**config.mk**
```make
export PLATFORM = sky130hd
export DESIGN_NAME = twiddle_gain_tuner
export DESIGN_NICKNAME = d
export VERILOG_FILES = /design/src/hdl/twt_pkg.sv /design/src/hdl/twt_accum.sv /design/src/hdl/twt_probe.sv /design/src/hdl/twiddle_gain_tuner.sv
export SDC_FILE = /design/constraint.sdc
export NUM_CORES = 2
export LEC_CHECK = 0
export BUFFER_PORTS_ARGS = -buffer_cell sky130_fd_sc_hd__buf_2
export CAP_MARGIN = 20
export CORE_ASPECT_RATIO = 0.8
export CORE_MARGIN = 8
export CORE_UTILIZATION = 65
export DETAILED_ROUTE_END_ITERATION = 12
export GPL_TIMING_DRIVEN = 1
export HOLD_SLACK_MARGIN = 0.15
export PLACE_DENSITY = 0.83
export SYNTH_ARGS = -nofsm -noshare
export SYNTH_HDL_FRONTEND = slang
export SYNTH_SLANG_ARGS = --single-unit
```
**constraint.sdc**
```tcl
create_clock -name clk -period 16 [get_ports clk]
set_input_delay 2.4 -clock clk [delete_from_list [all_inputs] [get_ports clk]]
set_output_delay 2.4 -clock clk [all_outputs]
set_load 0.05 [all_outputs]
```
**src/hdl/twt_pkg.sv**
```systemverilog
// ----------------------------------------------------------------------------
// twt_pkg
// Widths, codes, reset constants and arithmetic helpers of the gain tuner.
// ----------------------------------------------------------------------------
package twt_pkg;

  localparam int ERROR_ACC_WIDTH_DEF = 48;

  localparam int GAIN_W = 32;
  localparam int CTE_W  = 16;
  localparam int TOL_W  = 34;

  // opcodes
  localparam logic [1:0] OP_SAMPLE  = 2'd0;
  localparam logic [1:0] OP_END_RUN = 2'd1;
  localparam logic [1:0] OP_RESTART = 2'd2;

  // register indexes
  localparam logic [1:0] REG_INIT_KP = 2'd0;
  localparam logic [1:0] REG_INIT_KI = 2'd1;
  localparam logic [1:0] REG_INIT_KD = 2'd2;

  // probed gain
  localparam logic [1:0] GAIN_P = 2'd0;
  localparam logic [1:0] GAIN_D = 2'd1;
  localparam logic [1:0] GAIN_I = 2'd2;

  // probe phase
  localparam logic [1:0] PH_TRY        = 2'd0;
  localparam logic [1:0] PH_JUDGE_UP   = 2'd1;
  localparam logic [1:0] PH_JUDGE_DOWN = 2'd2;

  // Q16.16 step constants and Q1.16 scale factors
  localparam logic [31:0] STEP_P_INIT = 32'd32768;
  localparam logic [31:0] STEP_I_INIT = 32'd66;
  localparam logic [31:0] STEP_D_INIT = 32'd655;
  localparam logic [16:0] GROW_Q16    = 17'd72090;
  localparam logic [16:0] SHRINK_Q16  = 17'd58982;

  // a step never rounds below one LSB, so three steps sum to at least three
  localparam logic [TOL_W-1:0] TOL_FLOOR = 34'd3;

  typedef struct packed {
    logic       fire;
    logic [1:0] opcode;
  } twt_cmd_t;

  function automatic logic signed [31:0] sat_gain(input logic signed [34:0] x);
    logic signed [31:0] r;
    if (x[34:31] == 4'b0000 || x[34:31] == 4'b1111) begin
      r = x[31:0];
    end else if (x[34]) begin
      r = 32'sh8000_0000;
    end else begin
      r = 32'sh7FFF_FFFF;
    end
    return r;
  endfunction

  function automatic logic [31:0] scale_step(input logic [31:0] s, input logic [16:0] c);
    logic [48:0] prod;
    logic [49:0] rnd;
    logic [31:0] r;
    prod = s * c;
    rnd  = {1'b0, prod} + 50'd32768;
    if (|rnd[49:48]) begin
      r = 32'hFFFF_FFFF;
    end else begin
      r = rnd[47:16];
    end
    return r;
  endfunction

endpackage

```
**src/hdl/twt_accum.sv**
```systemverilog
// ----------------------------------------------------------------------------
// twt_accum
// Saturating sum of squared error samples for the current run.
// ----------------------------------------------------------------------------
module twt_accum
  import twt_pkg::*;
#(
  parameter int ACC_W = ERROR_ACC_WIDTH_DEF
) (
  input  logic                    clk,
  input  logic                    rst,
  input  twt_cmd_t                cmd,
  input  logic signed [CTE_W-1:0] cte,
  output logic [ACC_W-1:0]        error_sum
);

  logic signed [31:0] sq_s;
  logic [31:0]        sq;
  logic [ACC_W:0]     sum;

  assign sq_s = cte * cte;
  assign sq   = unsigned'(sq_s);
  assign sum  = {1'b0, error_sum} + {{(ACC_W + 1 - 32){1'b0}}, sq};

  always_ff @(posedge clk) begin
    if (rst) begin
      error_sum <= '0;
    end else if (cmd.fire) begin
      case (cmd.opcode) inside
        OP_SAMPLE: begin
          error_sum <= sum[ACC_W] ? '1 : sum[ACC_W-1:0];
        end
        OP_END_RUN, OP_RESTART: begin
          error_sum <= '0;
        end
        default: begin
        end
      endcase
    end
  end

endmodule

```
**src/hdl/twt_probe.sv**
```systemverilog
// ----------------------------------------------------------------------------
// twt_probe
// Gains, steps, best run and the three-phase probe of the active gain.
// ----------------------------------------------------------------------------
module twt_probe
  import twt_pkg::*;
#(
  parameter int ACC_W = ERROR_ACC_WIDTH_DEF
) (
  input  logic                     clk,
  input  logic                     rst,
  input  twt_cmd_t                 cmd,
  input  logic [ACC_W-1:0]         error_sum,
  input  logic signed [GAIN_W-1:0] init_kp,
  input  logic signed [GAIN_W-1:0] init_ki,
  input  logic signed [GAIN_W-1:0] init_kd,
  output logic signed [GAIN_W-1:0] gain_p,
  output logic signed [GAIN_W-1:0] gain_i,
  output logic signed [GAIN_W-1:0] gain_d,
  output logic [GAIN_W-1:0]        step_p,
  output logic [GAIN_W-1:0]        step_i,
  output logic [GAIN_W-1:0]        step_d,
  output logic [1:0]               probe_gain,
  output logic [1:0]               probe_phase
);

  logic [ACC_W-1:0]         best_sum;
  logic [ACC_W-1:0]         best_sum_next;
  logic signed [GAIN_W-1:0] gain_p_next;
  logic signed [GAIN_W-1:0] gain_i_next;
  logic signed [GAIN_W-1:0] gain_d_next;
  logic [GAIN_W-1:0]        step_p_next;
  logic [GAIN_W-1:0]        step_i_next;
  logic [GAIN_W-1:0]        step_d_next;
  logic [1:0]               probe_gain_next;
  logic [1:0]               probe_phase_next;

  logic signed [GAIN_W-1:0] g;
  logic [GAIN_W-1:0]        s;
  logic [1:0]               follow;
  logic                     better;
  logic signed [34:0]       g_ext;
  logic signed [GAIN_W-1:0] g_plus;
  logic signed [GAIN_W-1:0] g_minus2;
  logic [GAIN_W-1:0]        s_scaled;
  logic signed [GAIN_W-1:0] g_new;
  logic [GAIN_W-1:0]        s_new;
  logic [1:0]               gain_new;
  logic [1:0]               phase_new;
  logic [ACC_W-1:0]         best_new;

  always_comb begin
    case (probe_gain)
      GAIN_D: begin
        g = gain_d;
        s = step_d;
        follow = GAIN_I;
      end
      GAIN_I: begin
        g = gain_i;
        s = step_i;
        follow = GAIN_P;
      end
      default: begin
        g = gain_p;
        s = step_p;
        follow = GAIN_D;
      end
    endcase
  end

  assign better   = error_sum < best_sum;
  assign g_ext    = {{3{g[GAIN_W-1]}}, g};
  assign g_plus   = sat_gain(g_ext + signed'({3'b000, s}));
  assign g_minus2 = sat_gain(g_ext - signed'({2'b00, s, 1'b0}));
  assign s_scaled = scale_step(s, better ? GROW_Q16 : SHRINK_Q16);

  always_comb begin
    g_new     = g;
    s_new     = s;
    gain_new  = probe_gain;
    phase_new = probe_phase;
    best_new  = best_sum;
    if (probe_phase == PH_TRY) begin
      g_new     = g_plus;
      phase_new = PH_JUDGE_UP;
    end else if (better) begin
      best_new  = error_sum;
      s_new     = s_scaled;
      gain_new  = follow;
      phase_new = PH_TRY;
    end else if (probe_phase == PH_JUDGE_UP) begin
      g_new     = g_minus2;
      phase_new = PH_JUDGE_DOWN;
    end else begin
      g_new     = g_plus;
      s_new     = s_scaled;
      gain_new  = follow;
      phase_new = PH_TRY;
    end
  end

  always_comb begin
    gain_p_next      = gain_p;
    gain_i_next      = gain_i;
    gain_d_next      = gain_d;
    step_p_next      = step_p;
    step_i_next      = step_i;
    step_d_next      = step_d;
    best_sum_next    = best_sum;
    probe_gain_next  = probe_gain;
    probe_phase_next = probe_phase;
    if (cmd.fire) begin
      case (cmd.opcode)
        OP_END_RUN: begin
          case (probe_gain)
            GAIN_D: begin
              gain_d_next = g_new;
              step_d_next = s_new;
            end
            GAIN_I: begin
              gain_i_next = g_new;
              step_i_next = s_new;
            end
            default: begin
              gain_p_next = g_new;
              step_p_next = s_new;
            end
          endcase
          best_sum_next    = best_new;
          probe_gain_next  = gain_new;
          probe_phase_next = phase_new;
        end
        OP_RESTART: begin
          gain_p_next      = init_kp;
          gain_i_next      = init_ki;
          gain_d_next      = init_kd;
          step_p_next      = STEP_P_INIT;
          step_i_next      = STEP_I_INIT;
          step_d_next      = STEP_D_INIT;
          best_sum_next    = '1;
          probe_gain_next  = GAIN_P;
          probe_phase_next = PH_TRY;
        end
        default: begin
        end
      endcase
    end
  end

  always_ff @(posedge clk) begin
    if (rst) begin
      gain_p      <= '0;
      gain_i      <= '0;
      gain_d      <= '0;
      step_p      <= STEP_P_INIT;
      step_i      <= STEP_I_INIT;
      step_d      <= STEP_D_INIT;
      best_sum    <= '1;
      probe_gain  <= GAIN_P;
      probe_phase <= PH_TRY;
    end else begin
      gain_p      <= gain_p_next;
      gain_i      <= gain_i_next;
      gain_d      <= gain_d_next;
      step_p      <= step_p_next;
      step_i      <= step_i_next;
      step_d      <= step_d_next;
      best_sum    <= best_sum_next;
      probe_gain  <= probe_gain_next;
      probe_phase <= probe_phase_next;
    end
  end

endmodule

```
**src/hdl/twiddle_gain_tuner.sv**
```systemverilog
// ----------------------------------------------------------------------------
// twiddle_gain_tuner
// Coordinate-descent tuner for three PID gains with a saturating error sum.
//
//   channel  handshake              payload
//   in       in_valid / in_ready    opcode, cte
//   out      out_valid / out_ready  kp, ki, kd, tolerance, active_gain, phase
//   cfg      cfg_wr_en              cfg_index, cfg_data
//
// One beat per cycle sustained while out_ready stays high; a taken beat passes
// the input register, then the state update that also holds the result.
// The result is the tuner state itself, so the state advances only when the
// previous result is taken; one more beat waits in the input register.
// Reset loads zero gains, the initial steps and an empty run.
// ----------------------------------------------------------------------------
module twiddle_gain_tuner
  import twt_pkg::*;
#(
  parameter int ERROR_ACC_WIDTH = ERROR_ACC_WIDTH_DEF
) (
  input  logic                     clk,
  input  logic                     rst,
  input  logic                     in_valid,
  output logic                     in_ready,
  input  logic [1:0]               opcode,
  input  logic signed [CTE_W-1:0]  cte,
  output logic                     out_valid,
  input  logic                     out_ready,
  output logic signed [GAIN_W-1:0] kp,
  output logic signed [GAIN_W-1:0] ki,
  output logic signed [GAIN_W-1:0] kd,
  output logic [TOL_W-1:0]         tolerance,
  output logic [1:0]               active_gain,
  output logic [1:0]               phase,
  input  logic                     cfg_wr_en,
  input  logic [1:0]               cfg_index,
  input  logic [GAIN_W-1:0]        cfg_data
);

  logic signed [GAIN_W-1:0] init_kp;
  logic signed [GAIN_W-1:0] init_ki;
  logic signed [GAIN_W-1:0] init_kd;

  logic                    stage_valid;
  logic [1:0]              stage_opcode;
  logic signed [CTE_W-1:0] stage_cte;
  logic                    fire;
  twt_cmd_t                cmd;

  logic [ERROR_ACC_WIDTH-1:0] error_sum;
  logic [GAIN_W-1:0]          step_p;
  logic [GAIN_W-1:0]          step_i;
  logic [GAIN_W-1:0]          step_d;

  always_ff @(posedge clk) begin
    if (rst) begin
      init_kp <= '0;
      init_ki <= '0;
      init_kd <= '0;
    end else if (cfg_wr_en) begin
      unique case (cfg_index)
        REG_INIT_KP: init_kp <= cfg_data;
        REG_INIT_KI: init_ki <= cfg_data;
        REG_INIT_KD: init_kd <= cfg_data;
        default: begin
        end
      endcase
    end
  end

  assign fire     = stage_valid && (!out_valid || out_ready);
  assign in_ready = !stage_valid || fire;

  always_ff @(posedge clk) begin
    if (rst) begin
      stage_valid <= 1'b0;
    end else if (in_ready) begin
      stage_valid <= in_valid;
    end
  end

  always_ff @(posedge clk) begin
    if (in_valid && in_ready) begin
      stage_opcode <= opcode;
      stage_cte    <= cte;
    end
  end

  always_ff @(posedge clk) begin
    if (rst) begin
      out_valid <= 1'b0;
    end else if (fire) begin
      out_valid <= 1'b1;
    end else if (out_ready) begin
      out_valid <= 1'b0;
    end
  end

  assign cmd.fire   = fire;
  assign cmd.opcode = stage_opcode;

  twt_accum #(
    .ACC_W(ERROR_ACC_WIDTH)
  ) u_accum (
    .clk       (clk),
    .rst       (rst),
    .cmd       (cmd),
    .cte       (stage_cte),
    .error_sum (error_sum)
  );

  twt_probe #(
    .ACC_W(ERROR_ACC_WIDTH)
  ) u_probe (
    .clk         (clk),
    .rst         (rst),
    .cmd         (cmd),
    .error_sum   (error_sum),
    .init_kp     (init_kp),
    .init_ki     (init_ki),
    .init_kd     (init_kd),
    .gain_p      (kp),
    .gain_i      (ki),
    .gain_d      (kd),
    .step_p      (step_p),
    .step_i      (step_i),
    .step_d      (step_d),
    .probe_gain  (active_gain),
    .probe_phase (phase)
  );

  assign tolerance = {2'b00, step_p} + {2'b00, step_i} + {2'b00, step_d};

endmodule

```
==> flow_summary.json <==
{
  "status": "finished clean",
  "avgSynthCellArea_um2": 8.32,
  "cp-end-kind": "flop",
  "io_pins": 193,
  "grt.overflow.total": 0,
  "total_power_uw": 9230,
  "synth_area_leaders": "fa_1, dfxtp_1, ha_1, inv_1, nand2_1",
  "crit_start": "u_accum.error_sum[45]",
  "rsz0062_at_grt": "no",
  "grt_pass1_vias": 42200,
  "dp.cells": 6722,
  "cp_num_buf_inv": 5,
  "vdd_ir_drop_max_mv": 0.397,
  "wire_per_inst_um": 22.7,
  "design_area_um2": 51300,
  "top_usage_layer": "met2",
  "die_h_um": 259,
  "cts_buffers": 41,
  "syn_inst": 5770,
  "drive_gt1_share_pct": 7.01,
  "cp.depth": 28,
  "areaGrowthSynthToFinish_pct": 6.88,
  "slowest_stage": "nor4_1",
  "synth.top_cell.area_share_pct": 24.5,
  "path_delay_family": "adder cells",
  "critical_path_class": "reg -> reg",
  "finalSetupViolations": 0,
  "ys_types": 95,
  "power.density_nw_per_um2": 180,
  "netlist_area_um2": 48000,
  "crit_fanout": 79,
  "synth_most_common_cell": "inv_1",
  "p_leak_uw": 0.0260,
  "drv_slew": 0,
  "placed_area_um2": 49800,
  "multi_input_area_um2": 35400,
  "max_stage_delay_ns": 0.88,
  "first_iter_violations": 5569,
  "period_share_pct": 66.0,
  "totalWireLength_mm": 155,
  "gp_congestion": 1.03,
  "fillers": 5768,
  "use_met1_pct": 50.7,
  "core_um2": 73400,
  "use_met2_pct": 53.8,
  "vias": 42900,
  "r2r_end": "u_probe.step_p[16]",
  "die_w_um": 320,
  "drc_errors": 0,
  "grt_util_all_layers_pct": 36.7,
  "io_buffers": 192,
  "netlist_top_cells_count": "inv_1, nand2_1, fa_1",
  "ys_seq_area_share_pct": 17.4,
  "drt_first_pass_iters": 9,
  "worstMarginPinSlew_ns": 1.15,
  "skew_ns": 0.0221,
  "antenna_found_initial": 1,
  "cts_max_level": 2,
  "crit-reg2reg-launch": "u_accum.error_sum[45]",
  "synthArstFlopShare_pct": 0,
  "reg2regPathDepth": 28,
  "ctsResizeCount": 0,
  "fin_cells": 6801,
  "maxCapViolations": 0,
  "finalHoldViolations": 0,
  "cp-start-kind": "flop",
  "yosysTopAreaCell": "fa_1",
  "cts_buffer_depth": 3,
  "max_freq_mhz": 94.7,
  "root_buffer": "clkbuf_16",
  "cpMostUsedCell": "fa_1",
  "slew_headroom_pct": 22.2,
  "die_area_um2": 82900,
  "hold_buffers": 0,
  "setup_ws_ns": 5.44,
  "ys.warnings.count": 0,
  "cp.arrival_ns": 11.03,
  "synthFlopType": "dfxtp_1",
  "cts_tree": "done",
  "min_period_ns": 10.56,
  "ff2ff_setup_slack_ns": 5.44,
  "hold_class": "reg -> reg",
  "dpl_worst_slack_ns": 5.76,
  "grt_max_degree": 102,
  "cts_setup_buffers": 0,
  "grt_first_pass_wirelength_mm": 243,
  "synth_edf_count": 18,
  "postRouteAntennaNets": 0,
  "met3_usage_pct": 10.4,
  "num_rows": 89,
  "setup_tns_ns": 0,
  "ys_seq_elements": 408,
  "seq_area_um2": 8350,
  "worstSetupEndpoint": "u_probe.step_p[16]",
  "start_util_pct": 65.4,
  "num-nets-final": 6931,
  "cts.clk_slew.worst_paths_ns": 0.07,
  "via_per_inst": 6.31,
  "dp.final_hpwl_mm": 123,
  "cts_sinks": 408,
  "insertion_delay_ns": 0.59,
  "required_ns": 16.47
}
sequential cells by signal, indices dropped and copies added, names as in the netlist:
signal               flops
init_kd                 32
init_ki                 32
init_kp                 32
out_valid                1
stage_cte               16
stage_opcode             2
stage_valid              1
u_accum.error_sum       48
u_probe.best_sum        48
u_probe.gain_d          32
u_probe.gain_i          32
u_probe.gain_p          32
u_probe.probe_gain       2
u_probe.probe_phase      2
u_probe.step_d          32
u_probe.step_i          32
u_probe.step_p          32
power breakdown:
group	internal, uW	switching, uW	total (uW)
combinational	2850	4160	7010
clock	610	472	1080
sequential	1080	66.1	1140
logic make-up after synthesis:
kind of cell	count (synthesis)	synth area share (%)
compound gates	1409	18.9
xor+xnor	174	3.17
fa+ha+maj	1062	36.9
buf+inv	1159	9.11
flops	408	17.4
mux	3	0.0626
other cells	1	0.00781
simple gates	1554	14.4
routing by layer:
layer | vias to the layer above | part of all wire [%]
met2 | 2700 | 41
met5 | - | 0
met3 | 463 | 13
li1 | 19200 | -
met1 | 20500 | 40
met4 | 0 | 5.3
tightest hold or removal path, cell delays in order, from the launching register on:
cell     delay (ns)
dfxtp_1        0.31
nand2_1        0.05
a21oi_1        0.05
through the flow:
stage               util, %  hold WS [ns]
finish                 69.9         0.455
global route           69.9         0.474
CTS                    69.9         0.458
detailed placement     67.9         0.449
global placement       67.9         0.443
floorplan                 -         0.434
worst min path at each step:
stage           startpoint           to  slack, ns  cells after the start
2_1_floorplan  init_kd[19]  init_kd[19]       0.43                      2
3_3_place_gp   init_ki[14]  init_ki[14]       0.44                      2
3_5_place_dp   init_ki[25]  init_ki[25]       0.45                      2
4_1_cts         init_kp[7]   init_kp[7]       0.46                      2
5_1_grt         init_kd[3]   init_kd[3]       0.47                      2
6_report        init_kp[7]   init_kp[7]       0.46                      2
layout make-up:
class                   instances  share of cell area, %
inverters                     890                   6.51
clock buffers                  51                   2.28
multi-input cells            4206                   69.0
clock inverters                25                  0.610
repair buffers                265                   2.96
flip-flops and latches        408                   16.3
diodes                          1                0.00488
well taps                     955                   2.33
placed cells by master, fill, tap and decap left out, types with 31 or more instances in the layout:
cell type,Yosys,routed
a211oi_1,100,100
a21o_1,116,116
a21oi_1,413,409
a22oi_1,70,69
and2_1,72,72
buf_2,5,192
buf_4,2,70
clkbuf_16,0,44
dfxtp_1,390,390
fa_1,588,588
ha_1,474,471
inv_1,885,885
nand2_1,674,673
nand2b_1,44,43
nand3_1,42,42
nand4_1,31,31
nor2_1,406,401
nor3_1,127,127
o21a_1,41,41
o21ai_0,295,294
o21bai_1,83,83
xnor2_1,124,124
xor2_1,50,50
Power figures use the tool's default switching activity.
